[src/hw/rtl/hsv_saturation_scaler_defines.svh]
// ----------------------------------------------------------------------------
// HSV saturation scaler assertion macros
// Shared concurrent assertion forms, clocked on clk, disabled in reset.
// ----------------------------------------------------------------------------
`ifndef HSV_SATURATION_SCALER_DEFINES_SVH
`define HSV_SATURATION_SCALER_DEFINES_SVH

// same-cycle implication
`define HSS_AST_IMPL(lbl, ante, cons, msg) \
  lbl: assert property (@(posedge clk) disable iff (!rst_n) (ante) |-> (cons)) \
    else $error(msg);

// next-cycle implication
`define HSS_AST_NEXT(lbl, ante, cons, msg) \
  lbl: assert property (@(posedge clk) disable iff (!rst_n) (ante) |=> (cons)) \
    else $error(msg);

`endif

[src/hw/rtl/hss_pkg.sv]
// ----------------------------------------------------------------------------
// HSV saturation scaler package
// Fixed-point widths, reciprocal constants, payload types and helpers.
// ----------------------------------------------------------------------------
`default_nettype none

package hss_pkg;

  localparam int FRAC_BITS = 16;
  localparam int ONE_W     = FRAC_BITS + 1;
  localparam int NW        = 17;
  localparam int DIVW      = NW + FRAC_BITS;
  localparam int HW        = FRAC_BITS + 9;
  localparam int PW        = ONE_W + 8;
  localparam int TW        = FRAC_BITS + 6;
  localparam int XW        = FRAC_BITS + 8;

  localparam int K255  = XW + 8;
  localparam int M255W = K255 - 7;
  localparam logic [63:0] M255_64 = ((64'd1 << K255) + 64'd254) / 64'd255;
  localparam logic [M255W-1:0] M255 = M255W'(M255_64);

  localparam int K100  = PW + 7;
  localparam int M100W = K100 - 6;
  localparam logic [63:0] M100_64 = ((64'd1 << K100) + 64'd99) / 64'd100;
  localparam logic [M100W-1:0] M100 = M100W'(M100_64);

  localparam int K60  = TW + 6;
  localparam int M60W = K60 - 5;
  localparam logic [63:0] M60_64 = ((64'd1 << K60) + 64'd59) / 64'd60;
  localparam logic [M60W-1:0] M60 = M60W'(M60_64);

  localparam logic [ONE_W-1:0] ONE_Q   = ONE_W'(1) << FRAC_BITS;
  localparam logic [TW-1:0]    SIXTY_Q = TW'(60) << FRAC_BITS;
  localparam logic [ONE_W-1:0] S_MIN   = ONE_W'((64'd2 << FRAC_BITS) / 64'd1000);

  localparam int QDEPTH = 4;
  localparam int QAW    = 2;
  localparam int QCW    = 3;

  typedef struct packed {
    logic [7:0] in_red;
    logic [7:0] in_green;
    logic [7:0] in_blue;
  } hss_pix_in_t;

  typedef struct packed {
    logic [7:0] out_red;
    logic [7:0] out_green;
    logic [7:0] out_blue;
  } hss_pix_out_t;

  typedef struct packed {
    logic [7:0]       mx;
    logic [7:0]       delta;
    logic [NW-1:0]    n;
    logic [ONE_W-1:0] v;
  } hss_work_t;

  typedef struct packed {
    logic      valid;
    hss_work_t work;
  } hss_qbus_t;

  // one restoring division step: {quotient bit, new remainder}
  function automatic logic [8:0] div_step(input logic [7:0] rem, input logic [7:0] dvs,
                                          input logic dbit);
    logic [8:0] t;
    t = {rem, dbit};
    if (t >= {1'b0, dvs}) begin
      div_step = {1'b1, 8'(t - {1'b0, dvs})};
    end else begin
      div_step = {1'b0, t[7:0]};
    end
  endfunction

  // Q1.F level to 8-bit channel, saturated
  function automatic logic [7:0] to_chan(input logic [ONE_W-1:0] y);
    logic [ONE_W+7:0] w;
    logic [8:0]       q;
    w = {y, 8'd0} - (ONE_W+8)'(y);
    q = 9'(w >> FRAC_BITS);
    to_chan = (q > 9'd255) ? 8'd255 : q[7:0];
  endfunction

endpackage

`default_nettype wire

[src/hw/rtl/hss_queue.sv]
// ----------------------------------------------------------------------------
// HSV saturation scaler work queue
// Short FIFO between front and back; raises busy early enough for in-flight work.
// ----------------------------------------------------------------------------
`default_nettype none
`include "hsv_saturation_scaler_defines.svh"

module hss_queue (
  input  logic               clk,
  input  logic               rst_n,
  input  hss_pkg::hss_qbus_t push,
  output hss_pkg::hss_qbus_t pop,
  output logic               busy
);
  import hss_pkg::*;

  hss_work_t      mem_r [QDEPTH];
  logic [QAW-1:0] wr_ptr_r, rd_ptr_r;
  logic [QCW-1:0] cnt_r, cnt_nxt;

  assign pop  = {(cnt_r != '0), mem_r[rd_ptr_r]};
  assign busy = (cnt_r >= QCW'(QDEPTH - 2));

  always_comb begin
    cnt_nxt = cnt_r;
    if (push.valid && !pop.valid) cnt_nxt = cnt_r + QCW'(1);
    if (!push.valid && pop.valid) cnt_nxt = cnt_r - QCW'(1);
  end

  always_ff @(posedge clk) begin
    if (!rst_n) begin
      wr_ptr_r <= '0;
      rd_ptr_r <= '0;
      cnt_r    <= '0;
    end else begin
      if (push.valid) wr_ptr_r <= wr_ptr_r + QAW'(1);
      if (pop.valid) rd_ptr_r <= rd_ptr_r + QAW'(1);
      cnt_r <= cnt_nxt;
    end
  end

  always_ff @(posedge clk) begin
    if (push.valid) mem_r[wr_ptr_r] <= push.work;
  end

  `HSS_AST_IMPL(a_q_no_overflow, push.valid, cnt_r != QCW'(QDEPTH), "queue overflow")
  `HSS_AST_NEXT(a_q_drain, !push.valid && pop.valid, cnt_r == $past(cnt_r) - QCW'(1),
                "queue count did not drop on pop")

endmodule

`default_nettype wire

[config.mk]
export PLATFORM = sky130hd
export DESIGN_NAME = hss_queue
export DESIGN_NICKNAME = d
export VERILOG_FILES = /design/src/hw/rtl/hss_pkg.sv /design/src/hw/rtl/hss_queue.sv
export VERILOG_INCLUDE_DIRS = /design/src /design/src/hw/rtl
export SDC_FILE = /design/constraint.sdc
export NUM_CORES = 1
export LEC_CHECK = 0
export ABC_AREA = 1
export BUFFER_PORTS_ARGS = -buffer_cell sky130_fd_sc_hd__clkbuf_2
export CORE_ASPECT_RATIO = 1.2
export CORE_MARGIN = 2
export CORE_UTILIZATION = 45
export DETAILED_ROUTE_END_ITERATION = 10
export GPL_TIMING_DRIVEN = 0
export PLACE_DENSITY = 0.7
export SYNTH_ARGS = -nofsm -noshare
export SYNTH_HDL_FRONTEND = slang
export SYNTH_SLANG_ARGS = --single-unit
export TNS_END_PERCENT = 1
[constraint.sdc]
create_clock -name clk -period 2.96 [get_ports clk]
set_input_delay 0.592 -clock clk [delete_from_list [all_inputs] [get_ports clk]]
set_output_delay 0.592 -clock clk [all_outputs]
set_load 0.01 [all_outputs]
==> results.cfg <==
[status]
outcome = completed

[sta]
rsz0062_at_grt = false
drv_slew = 0
period_needed_ps = 2440
clock_skew_ps = 7.74
max_slew_margin_pct = 54.7
hold_ws_ps = 313
setup-violations-final = 0
max_slew.worst_pin.slew_ps = 678
fmax_ghz = 0.409
post-route-period-util_pct = 82.5
hold_viol = 0
fin_ws_ps = 518

[synthesis]
synthArstFlopShare_pct = 0
synth-compound-area-share_pct = 10.7
synth-simple-area-share_pct = 5.79
synth_ff_type = edfxtp_1
synth_adder_area_share_pct = 1.03
syn-cell-area_um2 = 7990
syn_avg_cell_area_um2 = 14.7
synth_fp_nets = 601
synth_top_family_by_area = compound AO/OA/AOI/OAI gates
synth_seq_area_share_pct = 77.4
synth_warnings = 0
ys_ff_latch = 209
synthCells = 542
synth.mux.area_fraction_pct = 0
synth_edf_count = 200
synth_xor_area_share_pct = 0
ys_types = 22

[finish]
syn2layout_area_growth_pct = 19.2
final_common_cell = edfxtp_1
antenna_cells = 0
final_util_pct = 54.6
fillCellCount = 1412
fin_nets = 732
most-common-layout-cells = edfxtp_1, nor2_1, clkbuf_2
layoutNonFillerInstCount = 908
drive_gt1_share_pct = 26.2

[clock_tree]
cts_root_buffer = clkbuf_16
ctsHoldBuffers = 0
cts_tree = done
cts_buffer_depth = 3
htree_levels = 1
cts_sinks = 209
clk_latency_ps = 490
clk_pin_slew_ps = 60
cts_buffers = 21
post_cts_resized = 0
postCtsSetupRepairBufs = 0

[routing]
routed_wl_um = 17300
vias = 4917
wl_per_cell_um = 19.0
firstDrtPassIters = 4
drc_errors = 0
detail-route-antenna-nets = 0
drt_iter0_drc = 385
routed_via_density = 5.42

[die]
die_area_um2 = 18900
fp-row-count = 53
fp.coreArea_um2 = 17400
die_x_um = 126
pin_count = 105
die_height_um = 150
start_util_pct = 45.8

[place]
hpwl_um = 10500
gp_congestion = 0.716
pre_cts_ws_ps = 997
dp.cells = 870
port_buffers = 104

[global_route]
grt_pass1_wl_um = 26200
grt_max_degree = 34
antenna_found_initial = 0
grt_pass1_vias = 5112
grt_use_total_pct = 17.8
globalRouteOverflowTotal = 0

[job]
cap_violations = 0

[setup_path]
crit_type = flip-flop to output port
critical_path.startpoint_type = flip-flop
critical_path.max_fanout = 10
end_kind = output port
arrival_ps = 1850
worstPathRequired_ps = 2370

[power_and_ir_drop]
power_density_nw_per_um2 = 939
ir_drop_mv = 0.617
leakagePower_uw = 0.00346
total_power_uw = 8950

[min_path]
hold_path_class = input pin to flip-flop
## routing by layer
layer	share of wire [%]	up-vias	track usage (%)
met2	51	147	31.5
li1	-	2296	-
met4	1.5	0	5.56
met5	0	-	0
met1	41	2447	21.6
met3	6.3	27	4.25
## registers in the layout, summed over array words and instances (netlist names), named ones only
register,flops
cnt_r,3
mem_r,200
rd_ptr_r,2
wr_ptr_r,2
## where the power goes
group	internal, uW	switching, uW
Clock	1450	1060
Sequential	3410	61.3
Combinational	1150	1830
## logic make-up (layout without fill, tap and decap cells)
| logic type | count (synthesis) | count (layout) |
|---|---|---|
| flops | 209 | 209 |
| compound gates | 159 | 159 |
| simple gates | 121 | 121 |
| buf+inv | 47 | 193 |
| fa+ha+maj | 6 | 6 |
## final timing paths
| kind | start | to | slack (ps) | cells after the start |
|---|---|---|---|---|
| min | push[25] | mem_r[2][25] | 310 | 1 |
| max | flip-flop | pop[45] | 520 | 5 |
| min reg2reg | cnt_r[0] | cnt_r[0] | 490 | 1 |
| max reg2reg | cnt_r[0] | cnt_r[2] | 1260 | 11 |
## worst max-delay path, cell delays in order (launching register included)
cell      delay (ps)
dfxtp_1          380
inv_1            200
buf_2            270
o21ai_1          100
o22ai_1          220
clkbuf_2         190
## metrics by stage
stage | instance area [um2] | setup TNS [ps]
after global placement | 8790 | -113
final | 9530 | 0
after detailed placement | 8870 | 0
after global routing | 9530 | 0
after floorplan | 7990 | 0
after CTS | 9530 | 0
## synth_stat cells (9+ instances only)
| master | instances | area share, % |
|---|---|---|
| o21ai_0 | 44 | 2.8 |
| dfxtp_1 | 9 | 2.3 |
| o22ai_1 | 50 | 3.9 |
| nor2_1 | 104 | 4.9 |
| inv_1 | 10 | 0.47 |
| edfxtp_1 | 200 | 75 |
| o21ai_1 | 60 | 3.8 |
| nand2_1 | 12 | 0.56 |
| buf_2 | 10 | 0.63 |
## area by class of cell
cell class              instances  area (um2)  area share, %
flip-flops and latches        209        6190           64.9
multi-input cells             286        1400           14.7
repair buffers                108         601           6.30
clock buffers                  27         568           5.96
plain buffers                  31         332           3.48
well taps                     220         275           2.89
clock inverters                11        88.8          0.932
inverters                      16        72.6          0.762
Note: power is estimated with default switching activity, not from simulation.
