### src/hw/rtl/hsv_saturation_scaler_defines.svh
// ----------------------------------------------------------------------------
// HSV saturation scaler assertion macros
// Shared concurrent assertion forms, clocked on clk, disabled in reset.
// ----------------------------------------------------------------------------
`ifndef HSV_SATURATION_SCALER_DEFINES_SVH
`define HSV_SATURATION_SCALER_DEFINES_SVH

// same-cycle implication
`define HSS_AST_IMPL(lbl, ante, cons, msg) \
  lbl: assert property (@(posedge clk) disable iff (!rst_n) (ante) |-> (cons)) \
    else $error(msg);

// next-cycle implication
`define HSS_AST_NEXT(lbl, ante, cons, msg) \
  lbl: assert property (@(posedge clk) disable iff (!rst_n) (ante) |=> (cons)) \
    else $error(msg);

`endif

### src/hw/rtl/hss_pkg.sv
// ----------------------------------------------------------------------------
// HSV saturation scaler package
// Fixed-point widths, reciprocal constants, payload types and helpers.
// ----------------------------------------------------------------------------
`default_nettype none

package hss_pkg;

  localparam int FRAC_BITS = 16;
  localparam int ONE_W     = FRAC_BITS + 1;
  localparam int NW        = 17;
  localparam int DIVW      = NW + FRAC_BITS;
  localparam int HW        = FRAC_BITS + 9;
  localparam int PW        = ONE_W + 8;
  localparam int TW        = FRAC_BITS + 6;
  localparam int XW        = FRAC_BITS + 8;

  localparam int K255  = XW + 8;
  localparam int M255W = K255 - 7;
  localparam logic [63:0] M255_64 = ((64'd1 << K255) + 64'd254) / 64'd255;
  localparam logic [M255W-1:0] M255 = M255W'(M255_64);

  localparam int K100  = PW + 7;
  localparam int M100W = K100 - 6;
  localparam logic [63:0] M100_64 = ((64'd1 << K100) + 64'd99) / 64'd100;
  localparam logic [M100W-1:0] M100 = M100W'(M100_64);

  localparam int K60  = TW + 6;
  localparam int M60W = K60 - 5;
  localparam logic [63:0] M60_64 = ((64'd1 << K60) + 64'd59) / 64'd60;
  localparam logic [M60W-1:0] M60 = M60W'(M60_64);

  localparam logic [ONE_W-1:0] ONE_Q   = ONE_W'(1) << FRAC_BITS;
  localparam logic [TW-1:0]    SIXTY_Q = TW'(60) << FRAC_BITS;
  localparam logic [ONE_W-1:0] S_MIN   = ONE_W'((64'd2 << FRAC_BITS) / 64'd1000);

  localparam int QDEPTH = 4;
  localparam int QAW    = 2;
  localparam int QCW    = 3;

  typedef struct packed {
    logic [7:0] in_red;
    logic [7:0] in_green;
    logic [7:0] in_blue;
  } hss_pix_in_t;

  typedef struct packed {
    logic [7:0] out_red;
    logic [7:0] out_green;
    logic [7:0] out_blue;
  } hss_pix_out_t;

  typedef struct packed {
    logic [7:0]       mx;
    logic [7:0]       delta;
    logic [NW-1:0]    n;
    logic [ONE_W-1:0] v;
  } hss_work_t;

  typedef struct packed {
    logic      valid;
    hss_work_t work;
  } hss_qbus_t;

  // one restoring division step: {quotient bit, new remainder}
  function automatic logic [8:0] div_step(input logic [7:0] rem, input logic [7:0] dvs,
                                          input logic dbit);
    logic [8:0] t;
    t = {rem, dbit};
    if (t >= {1'b0, dvs}) begin
      div_step = {1'b1, 8'(t - {1'b0, dvs})};
    end else begin
      div_step = {1'b0, t[7:0]};
    end
  endfunction

  // Q1.F level to 8-bit channel, saturated
  function automatic logic [7:0] to_chan(input logic [ONE_W-1:0] y);
    logic [ONE_W+7:0] w;
    logic [8:0]       q;
    w = {y, 8'd0} - (ONE_W+8)'(y);
    q = 9'(w >> FRAC_BITS);
    to_chan = (q > 9'd255) ? 8'd255 : q[7:0];
  endfunction

endpackage

`default_nettype wire

### src/hw/rtl/hss_front.sv
// ----------------------------------------------------------------------------
// HSV saturation scaler front end
// Accepts pixels, finds max and delta, forms the hue numerator and value.
// ----------------------------------------------------------------------------
`default_nettype none

module hss_front (
  input  logic                clk,
  input  logic                rst_n,
  input  logic                in_acc,
  input  hss_pkg::hss_pix_in_t in_pixel,
  output hss_pkg::hss_qbus_t  push
);
  import hss_pkg::*;

  logic [7:0]    r, g, b, mx, mn, delta;
  logic [NW-1:0] n;

  logic          f1_vld_r;
  logic [7:0]    f1_mx_r, f1_delta_r;
  logic [NW-1:0] f1_n_r;

  logic                 f2_vld_r;
  hss_work_t            f2_work_r;
  logic [XW-1:0]        vx;
  logic [XW+M255W-1:0]  vprod;

  assign r = in_pixel.in_red;
  assign g = in_pixel.in_green;
  assign b = in_pixel.in_blue;

  always_comb begin
    mx = r;
    if (g > mx) mx = g;
    if (b > mx) mx = b;
    mn = r;
    if (g < mn) mn = g;
    if (b < mn) mn = b;
    delta = mx - mn;
    if (r == mx) begin
      n = (g >= b) ? NW'(60) * NW'(8'(g - b))
                   : NW'(360) * NW'(delta) - NW'(60) * NW'(8'(b - g));
    end else if (g == mx) begin
      n = (b >= r) ? NW'(120) * NW'(delta) + NW'(60) * NW'(8'(b - r))
                   : NW'(120) * NW'(delta) - NW'(60) * NW'(8'(r - b));
    end else begin
      n = (r >= g) ? NW'(240) * NW'(delta) + NW'(60) * NW'(8'(r - g))
                   : NW'(240) * NW'(delta) - NW'(60) * NW'(8'(g - r));
    end
  end

  always_ff @(posedge clk) begin
    if (!rst_n) begin
      f1_vld_r <= 1'b0;
      f2_vld_r <= 1'b0;
    end else begin
      f1_vld_r <= in_acc;
      f2_vld_r <= f1_vld_r;
    end
  end

  always_ff @(posedge clk) begin
    f1_mx_r    <= mx;
    f1_delta_r <= delta;
    f1_n_r     <= n;
  end

  // v = ceil(mx * ONE / 255)
  assign vx    = {f1_mx_r, {FRAC_BITS{1'b0}}} + XW'(254);
  assign vprod = (XW+M255W)'(vx) * (XW+M255W)'(M255);

  always_ff @(posedge clk) begin
    f2_work_r.mx    <= f1_mx_r;
    f2_work_r.delta <= f1_delta_r;
    f2_work_r.n     <= f1_n_r;
    f2_work_r.v     <= ONE_W'(vprod >> K255);
  end

  assign push = {f2_vld_r, f2_work_r};

endmodule

`default_nettype wire

### config.mk
export PLATFORM = sky130hd
export DESIGN_NAME = hss_front
export DESIGN_NICKNAME = d
export VERILOG_FILES = /design/src/hw/rtl/hsv_saturation_scaler_defines.svh /design/src/hw/rtl/hss_pkg.sv /design/src/hw/rtl/hss_front.sv
export SDC_FILE = /design/constraint.sdc
export NUM_CORES = 1
export LEC_CHECK = 0
export BUFFER_PORTS_ARGS = -buffer_cell sky130_fd_sc_hd__buf_2
export CAP_MARGIN = 25
export CELL_PAD_IN_SITES_DETAIL_PLACEMENT = 2
export CELL_PAD_IN_SITES_GLOBAL_PLACEMENT = 2
export CORE_MARGIN = 4
export CORE_UTILIZATION = 40
export DETAILED_ROUTE_END_ITERATION = 16
export GPL_ROUTABILITY_DRIVEN = 0
export MAX_ROUTING_LAYER = met4
export PLACE_DENSITY = 0.88
export SYNTH_ARGS = -nofsm -noshare
export SYNTH_HDL_FRONTEND = slang
export SYNTH_SLANG_ARGS = --single-unit
### constraint.sdc
create_clock -name clk -period 10.5 [get_ports clk]
set_input_delay 0 -clock clk [delete_from_list [all_inputs] [get_ports clk]]
set_output_delay 0 -clock clk [all_outputs]
set_load 0.005 [all_outputs]
==> results of run 1 <==
[worst paths after layout]
kind | cells after the start | start | endpoint | slack (ps)
worst max-delay path | 44 | in_pixel[11] | f1_n_r[14]$_DFF_P_ | 250
worst min-delay path | 0 | f1_delta_r[0]$_DFF_P_ | push[34]$_DFF_P_ | 330
worst max register to register | 17 | f1_mx_r[4]$_DFF_P_ | push[12]$_DFF_P_ | 6290
worst min register to register | 0 | f1_delta_r[0]$_DFF_P_ | push[34]$_DFF_P_ | 330
[timing repair]
action / 4_1_cts / 5_1_grt
hold buffers: 3 / 0
setup endpoints to repair: 0 / 6
hold endpoints to repair: 2 / 0
resized for setup: 0 / 14
buffers inserted: 0 / 3
[sequential cells by signal, indices dropped and copies added (netlist names)]
register    flops
f1_delta_r      8
f1_mx_r         8
f1_n_r         15
f1_vld_r        1
f2_vld_r        1
push           48
[area by class of cell]
cell class	instances	area, µm²
Clock buffer	10	239
Multi-Input combinational cell	1333	12100
Antenna cell	4	10.0
Timing Repair Buffer	103	623
Sequential cell	81	1620
Inverter	266	998
Clock inverter	6	70.1
Tap cell	468	586
Fill cell	4086	20400
[cell families after synthesis]
kind of cell / Yosys count / share of synthesized area, %
compound gates: 410 / 17.7
fa+ha+maj: 396 / 38.7
buf+inv: 305 / 8.13
simple gates: 295 / 10.1
xor+xnor: 189 / 11.5
flops: 81 / 10.9
mux: 41 / 2.93
other cells: 1 / 0.0252
[per-layer routing]
metal	wire length, µm	vias up
met3	2970	175
li1	-	5985
met2	31100	539
met4	2870	0
met5	0	-
met1	25000	6929
[critical path, delay by kind of cell]
family          cells  cell delay (ps)
simple gates       10             2340
buf+inv             7              810
mux                 1              620
fa+ha+maj           8             3190
compound gates     15             3020
xor+xnor            3              510
[layout by cell type, fill, tap and decap left out, types with 12 or more instances in the layout]
cell type,n
ha_1,288
inv_1,265
a21oi_1,134
xnor2_1,128
fa_1,106
dfxtp_1,81
nor2_1,76
buf_2,76
o21ai_0,66
xor2_1,58
nand2_1,54
a21o_1,48
o21bai_1,43
mux2i_1,32
nor3_1,26
buf_4,22
nand3_1,21
nor2b_1,21
nand4_1,18
nand2b_1,18
a211oi_1,17
o21ai_1,12
[through the flow]
step	hold slack [ps]	utilization, %
global placement	205	43.1
CTS	333	44.0
global route	343	44.4
floorplan	122	-
finish	332	44.4
detailed placement	213	43.1
==> summary.md, run 1 <==
| Metric | Value |
|---|---|
| Outcome | completed |
| EDFF count, synth | 0 |
| CTS Buffer Depth | 2 |
| GRT busiest layer | met2 |
| I/O pins | a little under 80 |
| Crit. End Element | flip-flop |
| Final hold violations | 0 |
| Die area | just over 40000 µm² |
| Synth top area share | approximately 24% |
| Final wirelength | 62.0 mm |
| Worst Setup Path Type | input pin to flip-flop |
| Cts bufs inserted | 9 |
| Setup slack after layout | roughly 250 ps |
| Max incr delay on CP | roughly 650 ps |
| YS warnings | 0 |
| Crit-path slowest cell | nor3_1 |
| GR met3 Demand/Resource | between 3 and 4% |
| WP data required | between 10000 and 15000 ps |
| DR pass1 iterations | 5 |
| GR Util met2 | a little over half |
| Fin cells | ~2.3k |
| Commonest cells post-synth | ha_1 (288), inv_1 (265), a21oi_1 (134), xnor2_1 (128), fa_1 (106) |
| Largest net degree at the start of global routing | 25 |
| Nature of the critical path startpoint | input pin |
| Most frequent cell after synthesis | ha_1 |
| Width of the chip | ~200 µm |
| Primary FF master, synth | dfxtp_1 |
| Core footprint | between 30000 and 40000 µm² |
| # nets final | between 2k and 2.5k |
| Max Fclk | about 100 MHz |
| Most used cell along the critical path | ha_1 |
| Flops & latches, synth | 81 |
| Gr ovfl total | 0 |
| Seq/Total Area, Yosys | 10.9% |
| Clock sink total | 81 |
| Pre-CTS setup slack | -25.5 ps |
| Die span in y | approximately 200 µm |
| Cells after Synth | between 1.5k and 2k |
| WL per Instance | approximately 27 µm |
| First-pass GRT wire length | roughly 92 mm |
| Port Buffer Count | 75 |
| Placed cell count | between 2k and 2.5k |
| Ys async rst share | 0% |
| Final setup violating endpoints | 0 |
| Met1 global-route usage | between 30% and 40% |
| Worst-Skew Late Latency | around 350 ps |
| Max cap viols | 0 |
| Final Cycle Share | between 90 and 100% |
| Initial Utilization | approximately 40% |
| Final Instance Area | between 15000 and 20000 µm² |
| Mapped cell area | around 15000 µm² |
| Final Max Tran Viols | 0 |
| Clock Skew | 9.13 ps |
| # rows | 70 |
| Setup TNS | 0 ps |
| GRT Total Usage | slightly below 30% |
| DRC viols | 0 |
| DR vias | approximately 14k |
| Slew margin rel. | a little under a third |
| Layout cells sized above 1 | around 8.9% |
| Via-per-instance ratio | between 6 and 7 |
| H-Tree Depth | 3 |
| Clock transition at the registers of the reported paths | approximately 60 ps |
| Post-synth cell types | 83 |
| Synth area leaders | ha_1 (24%), fa_1 (14%), dfxtp_1 (11%) |
| Worst slew pin tran | between 1000 and 1500 ps |
| DR iter-0 viols | about 890 |
| DP HPWL | 48.5 mm |
| Crit Path Max Fanout | 9 |
| Final antenna-violating net count | 0 |
| Root Driver | clkbuf_16 |
| Vias in the first global route | about 15k |
| CTS tree | done |
| Syn_area_per_cell | about 8.6 µm² |
| Post-synth top area cell | ha_1 |
| Hold Path Class | flip-flop to flip-flop |
| Initial antenna violation count | 5 |
| WP data arrival | approximately 11000 ps |
| Post-layout min period | between 10000 and 15000 ps |
| Area delta synth->final | 9.32% |
| DP Area | between 15000 and 20000 µm² |
Power of run 1 is left out: the tool's default activity adds up to more than one toggle a clock period on the data nets, which glitch-free logic cannot reach.
==> run 2, diff against run 1 <==
==> constraint.sdc (replaced) <==
create_clock -name clk -period 10.5 [get_ports clk]
set_input_delay 1.05 -clock clk [delete_from_list [all_inputs] [get_ports clk]]
set_output_delay 1.05 -clock clk [all_outputs]
set_load 0.005 [all_outputs]
==> summary.md, run 2 (synthesized netlist as in run 1, its figures left out) <==
| Metric | Value |
|---|---|
| CTS tree | done (unchanged) |
| WL per Instance | 30.2 µm (was 27.3 µm) |
| FF-to-FF Start | f1_mx_r[3]$_DFF_P_ (was f1_mx_r[4]$_DFF_P_) |
| Final Cycle Share | 100% (was 97.7%) |
| Reg2reg end | push[12]$_DFF_P_ (unchanged) |
| Crit-path slowest cell | fa_1 (was nor3_1) |
| Setup slack after layout | -19.9 ps (was 246 ps) |
| DP HPWL | 49.0 mm (was 48.5 mm) |
| Slew margin rel. | 26.7% (was 30.1%) |
| DR pass1 iterations | 7 (was 5) |
| Worst Reg-to-Reg Cells | 17 (unchanged) |
| Initial antenna violation count | 3 (was 5) |
| First-pass GRT wire length | 95.7 mm (was 92.5 mm) |
| Fin cells | 2291 (was 2271) |
| DR iter-0 viols | 1062 (was 886) |
| Final antenna-violating net count | 0 (unchanged) |
| Final Instance Area | 16600 µm² (was 16200 µm²) |
| Vias in the first global route | 16.2k (was 15.5k) |
| Nature of the critical path startpoint | input pin (unchanged) |
| Max Fclk | 95.1 MHz (was 97.5 MHz) |
| Worst R2R Setup Slack | 6450 ps (was 6290 ps) |
| Final setup violating endpoints | 1 (was 0) |
| WP data arrival | 10800 ps (was 10520 ps) |
| Commonest non-fill, non-tap cell in the layout | ha_1 (unchanged) |
| Placed cell count | 2262 (was 2244) |
| # rows | 70 (unchanged) |
| Gr ovfl total | 0 (unchanged) |
| I/O pins | 78 (unchanged) |
| Clock transition at the registers of the reported paths | 70 ps (was 60 ps) |
| H-Tree Depth | 3 (unchanged) |
| Final hold violations | 0 (unchanged) |
| Layout cells sized above 1 | 12.1% (was 8.89%) |
| Clock Skew | 12.7 ps (was 9.13 ps) |
| Largest net degree at the start of global routing | 25 (unchanged) |
| Final Max Tran Viols | 0 (unchanged) |
| Clock sink total | 81 (unchanged) |
| Most frequent cells in the layout | ha_1 (280), inv_1 (262), a21oi_1 (131), xnor2_1 (124), fa_1 (105) (was ha_1 (288), inv_1 (265), a21oi_1 (134), xnor2_1 (128), fa_1 (106)) |
| Worst Hold Depth | 0 (unchanged) |
| Hold endpoint | push[41]$_DFF_P_ (was push[34]$_DFF_P_) |
| Width of the chip | 201 µm (unchanged) |
| Hold Buf Count CTS | 0 (was 3) |
| GRT Total Usage | 31.0% (was 29.8%) |
| CTS Buffer Depth | 2 (unchanged) |
| Post-layout min period | 10520 ps (was 10250 ps) |
| Initial Utilization | 40.6% (unchanged) |
| Worst-Skew Late Latency | 360 ps (was 350 ps) |
| Max incr delay on CP | 480 ps (was 650 ps) |
| Crit. End Element | flip-flop (unchanged) |
| DP Area | 15900 µm² (was 15800 µm²) |
| Hold path start | f1_delta_r[7]$_DFF_P_ (was f1_delta_r[0]$_DFF_P_) |
| FILL cells | 3961 (was 4086) |
| Core footprint | 36600 µm² (unchanged) |
| Hold Path Class | flip-flop to flip-flop (unchanged) |
| Worst slew pin tran | 1100 ps (was 1040 ps) |
| Area delta synth->final | 11.8% (was 9.32%) |
| # nets final | 2237 (was 2215) |
| Via-per-instance ratio | 6.16 (was 6.00) |
| Setup TNS | -19.9 ps (was 0 ps) |
| Port Buffer Count | 75 (unchanged) |
| Die span in y | 201 µm (unchanged) |
| Crit Path Max Fanout | 8 (was 9) |
| Root Driver | clkbuf_16 (unchanged) |
| Outcome | finished, violations left (was completed) |
| Cts bufs inserted | 9 (unchanged) |
| Die area | 40300 µm² (unchanged) |
| Number of flip-flops in the largest register | 48 (unchanged) |
| Failing checks | negative setup slack |
| Max cap viols | 0 (unchanged) |
| Final wirelength | 69.1 mm (was 62.0 mm) |
| DRC viols | 0 (unchanged) |
| WP data required | 10790 ps (was 10770 ps) |
| Worst Setup Path Type | input pin to flip-flop (unchanged) |
| DR vias | 14.1k (was 13.6k) |
[run 2: layer usage]
metal	global-route usage, %	vias up	routed length [µm]
met1	33.9	7143	26400
met2	54.2	649	34000
met5	-	-	0
met4	15.7	0	4750
met3	5.27	292	3880
li1	-	6024	-
[run 2: final cells by class]
| type | instances | area [µm²] | share of cell area, % |
|---|---|---|---|
| Sequential cell | 81 | 1620 | 9.76 |
| Antenna cell | 2 | 5.00 | 0.0301 |
| Multi-Input combinational cell | 1333 | 12300 | 74.3 |
| Timing Repair Buffer | 125 | 762 | 4.59 |
| Tap cell | 468 | 586 | 3.52 |
| Clock buffer | 10 | 229 | 1.38 |
| Inverter | 266 | 998 | 6.01 |
| Clock inverter | 6 | 67.6 | 0.407 |
[run 2: critical path, delay by kind of cell]
family          cells  cell delay (ps)
fa+ha+maj           9             2890
compound gates     11             2120
buf+inv            12             2030
simple gates        8             1610
mux                 2              570
xor+xnor            3              480
[run 2: worst max path at each step]
stage | start | endpoint | slack [ps] | depth (start not counted)
4_1_cts | in_pixel[14] | f1_n_r[14]$_DFF_P_ | 20 | 50
5_1_grt | in_pixel[20] | f1_n_r[14]$_DFF_P_ | -230 | 45
3_3_place_gp | in_pixel[13] | f1_n_r[14]$_DFF_P_ | 90 | 45
3_5_place_dp | in_pixel[13] | f1_n_r[14]$_DFF_P_ | -660 | 47
6_report | in_pixel[20] | f1_n_r[14]$_DFF_P_ | -20 | 45
2_1_floorplan | in_pixel[8] | f1_n_r[14]$_DFF_P_ | 750 | 49
[run 2: timing repair]
item,in CTS,in global routing
setup buffers,2,9
hold endpoints to repair,0,0
setup endpoints to repair,6,7
pin swaps,2,11
gates resized for setup,20,51
[run 2: through the flow]
step	hold slack, ps	setup slack, ps	util [%]
after global routing	331	-232	45.4
after global placement	311	92.9	43.5
final	327	-19.9	45.4
after detailed placement	316	-658	43.5
after floorplan	310	746	-
after CTS	330	23.9	44.5
Power of run 2 is left out for the same reason.
==> run 3, diff against run 2 <==
--- a/config.mk
+++ b/config.mk
@@ -13,7 +13,6 @@
 export CORE_UTILIZATION = 40
 export DETAILED_ROUTE_END_ITERATION = 16
 export GPL_ROUTABILITY_DRIVEN = 0
-export MAX_ROUTING_LAYER = met4
 export PLACE_DENSITY = 0.88
 export SYNTH_ARGS = -nofsm -noshare
 export SYNTH_HDL_FRONTEND = slang
==> summary.md, run 3 (synthesized netlist as in run 1, its figures left out) <==
| Metric | Value |
|---|---|
| Most used cell along the critical path | buf_4 |
| Hold Path Class | flip-flop to flip-flop (unchanged) |
| Largest net degree at the start of global routing | 25 (unchanged) |
| H-Tree Depth | 3 (unchanged) |
| Area delta synth->final | 12.7% (was 11.8%) |
| DR pass1 iterations | 5 (was 7) |
| Gr ovfl total | 0 (unchanged) |
| DR vias | 14.7k (was 14.1k) |
| Max Fclk | 91.3 MHz (was 95.1 MHz) |
| DRC viols | 0 (unchanged) |
| Final hold violations | 0 (unchanged) |
| Final Cycle Share | 104% (was 100%) |
| DP HPWL | 49.0 mm (unchanged) |
| Post-layout min period | 10950 ps (was 10520 ps) |
| Failing checks | negative setup slack (unchanged) |
| GRT Total Usage | 30.0% (was 31.0%) |
| Crit Path Max Fanout | 7 (was 8) |
| Number of flip-flops in the largest register | 48 (unchanged) |
| CTS tree | done (unchanged) |
| Crit-path slowest cell | fa_1 (unchanged) |
| Clock sink total | 81 (unchanged) |
| Crit. End Element | flip-flop (unchanged) |
| Layout cells sized above 1 | 12.8% (was 12.1%) |
| First-pass GRT wire length | 95.5 mm (was 95.7 mm) |
| Clock transition at the registers of the reported paths | 60 ps (was 70 ps) |
| Cts bufs inserted | 9 (unchanged) |
| Antenna Cells | 0 (was 2) |
| Clock Skew | 10.8 ps (was 12.7 ps) |
| I/O pins | 78 (unchanged) |
| FF-to-FF Start | f1_mx_r[3]$_DFF_P_ (unchanged) |
| Via-per-instance ratio | 6.39 (was 6.16) |
| CTS Buffer Depth | 2 (unchanged) |
| Hold path start | f1_delta_r[7]$_DFF_P_ (unchanged) |
| # nets final | 2246 (was 2237) |
| Initial Utilization | 40.6% (unchanged) |
| Fin cells | 2298 (was 2291) |
| Core footprint | 36600 µm² (unchanged) |
| Final Max Tran Viols | 0 (unchanged) |
| WP data arrival | 11200 ps (was 10800 ps) |
| Commonest non-fill, non-tap cell in the layout | ha_1 (unchanged) |
| Die span in y | 201 µm (unchanged) |
| Vias in the first global route | 16.1k (was 16.2k) |
| Width of the chip | 201 µm (unchanged) |
| Setup slack after layout | -451 ps (was -19.9 ps) |
| # rows | 70 (unchanged) |
| Nature of the critical path startpoint | input pin (unchanged) |
| Max incr delay on CP | 590 ps (was 480 ps) |
| Die area | 40300 µm² (unchanged) |
| Placed cell count | 2262 (unchanged) |
| Max cap viols | 0 (unchanged) |
| Setup TNS | -1950 ps (was -19.9 ps) |
| WL per Instance | 31.9 µm (was 30.2 µm) |
| Hold Buf Count CTS | 0 (unchanged) |
| Initial antenna violation count | 5 (was 3) |
| Most frequent cells in the layout | ha_1 (280), inv_1 (262), a21oi_1 (130), xnor2_1 (123), fa_1 (105) (was ha_1 (280), inv_1 (262), a21oi_1 (131), xnor2_1 (124), fa_1 (105)) |
| Final wirelength | 73.3 mm (was 69.1 mm) |
| Port Buffer Count | 75 (unchanged) |
| Critical Path Source | in_pixel[8] (was in_pixel[20]) |
| Slew margin rel. | 24.1% (was 26.7%) |
| Final antenna-violating net count | 0 (unchanged) |
| DR iter-0 viols | 1233 (was 1062) |
| Root Driver | clkbuf_16 (unchanged) |
| Worst-Skew Late Latency | 360 ps (about the same) |
| Outcome | finished, violations left (unchanged) |
| Worst slew pin tran | 1130 ps (was 1100 ps) |
| WP data required | 10750 ps (was 10790 ps) |
| Worst Setup Path Type | input pin to flip-flop (unchanged) |
| Final setup violating endpoints | 7 (was 1) |
==> run 3: worst max-delay path: cells and delay by family <==
family          cells  cell delay (ps)
buf+inv            11             1650
simple gates        4              870
xor+xnor            1              180
compound gates     16             4010
fa+ha+maj           7             2760
mux                 2              640
==> run 3: timing repair <==
action / CTS / global route
pin swaps: 2 / 14
endpoints found under the hold margin: 0 / 0
setup buffers: 2 / 17
setup endpoints to repair: 6 / 7
gates resized for setup: 20 / 59
==> run 3: cell type report <==
class,count,area [µm²]
Clock inverter,6,67.6
Fill cell,3954,19900
Sequential cell,81,1620
Inverter,266,998
Timing Repair Buffer,134,848
Tap cell,468,586
Multi-Input combinational cell,1333,12400
Clock buffer,10,229
==> run 3: final timing paths <==
check | to | slack, ps | cells past startpoint
setup reg to reg | push[12]$_DFF_P_ | 6390 | 17
hold reg to reg | push[41]$_DFF_P_ | 330 | 0
hold / removal | push[41]$_DFF_P_ | 330 | 0
setup / recovery | f1_n_r[16]$_DFF_P_ | -450 | 41
==> run 3: layer usage <==
layer	track usage [%]	vias up	share of wire, %
met5	0	-	0.076
met4	15.9	10	8.6
met3	5.11	449	7.1
met2	54.1	881	49
met1	33.8	7295	36
li1	-	6038	-
==> run 3: through the flow <==
stage	hold WS, ps	instance area (µm²)	setup WS (ps)	util [%]
2_1_floorplan	310	14900	746	-
6_report	327	16700	-451	45.7
5_1_grt	331	16700	-523	45.7
3_3_place_gp	311	15900	92.9	43.5
3_5_place_dp	316	15900	-658	43.5
4_1_cts	330	16300	23.9	44.5
Power of run 3 is left out for the same reason.
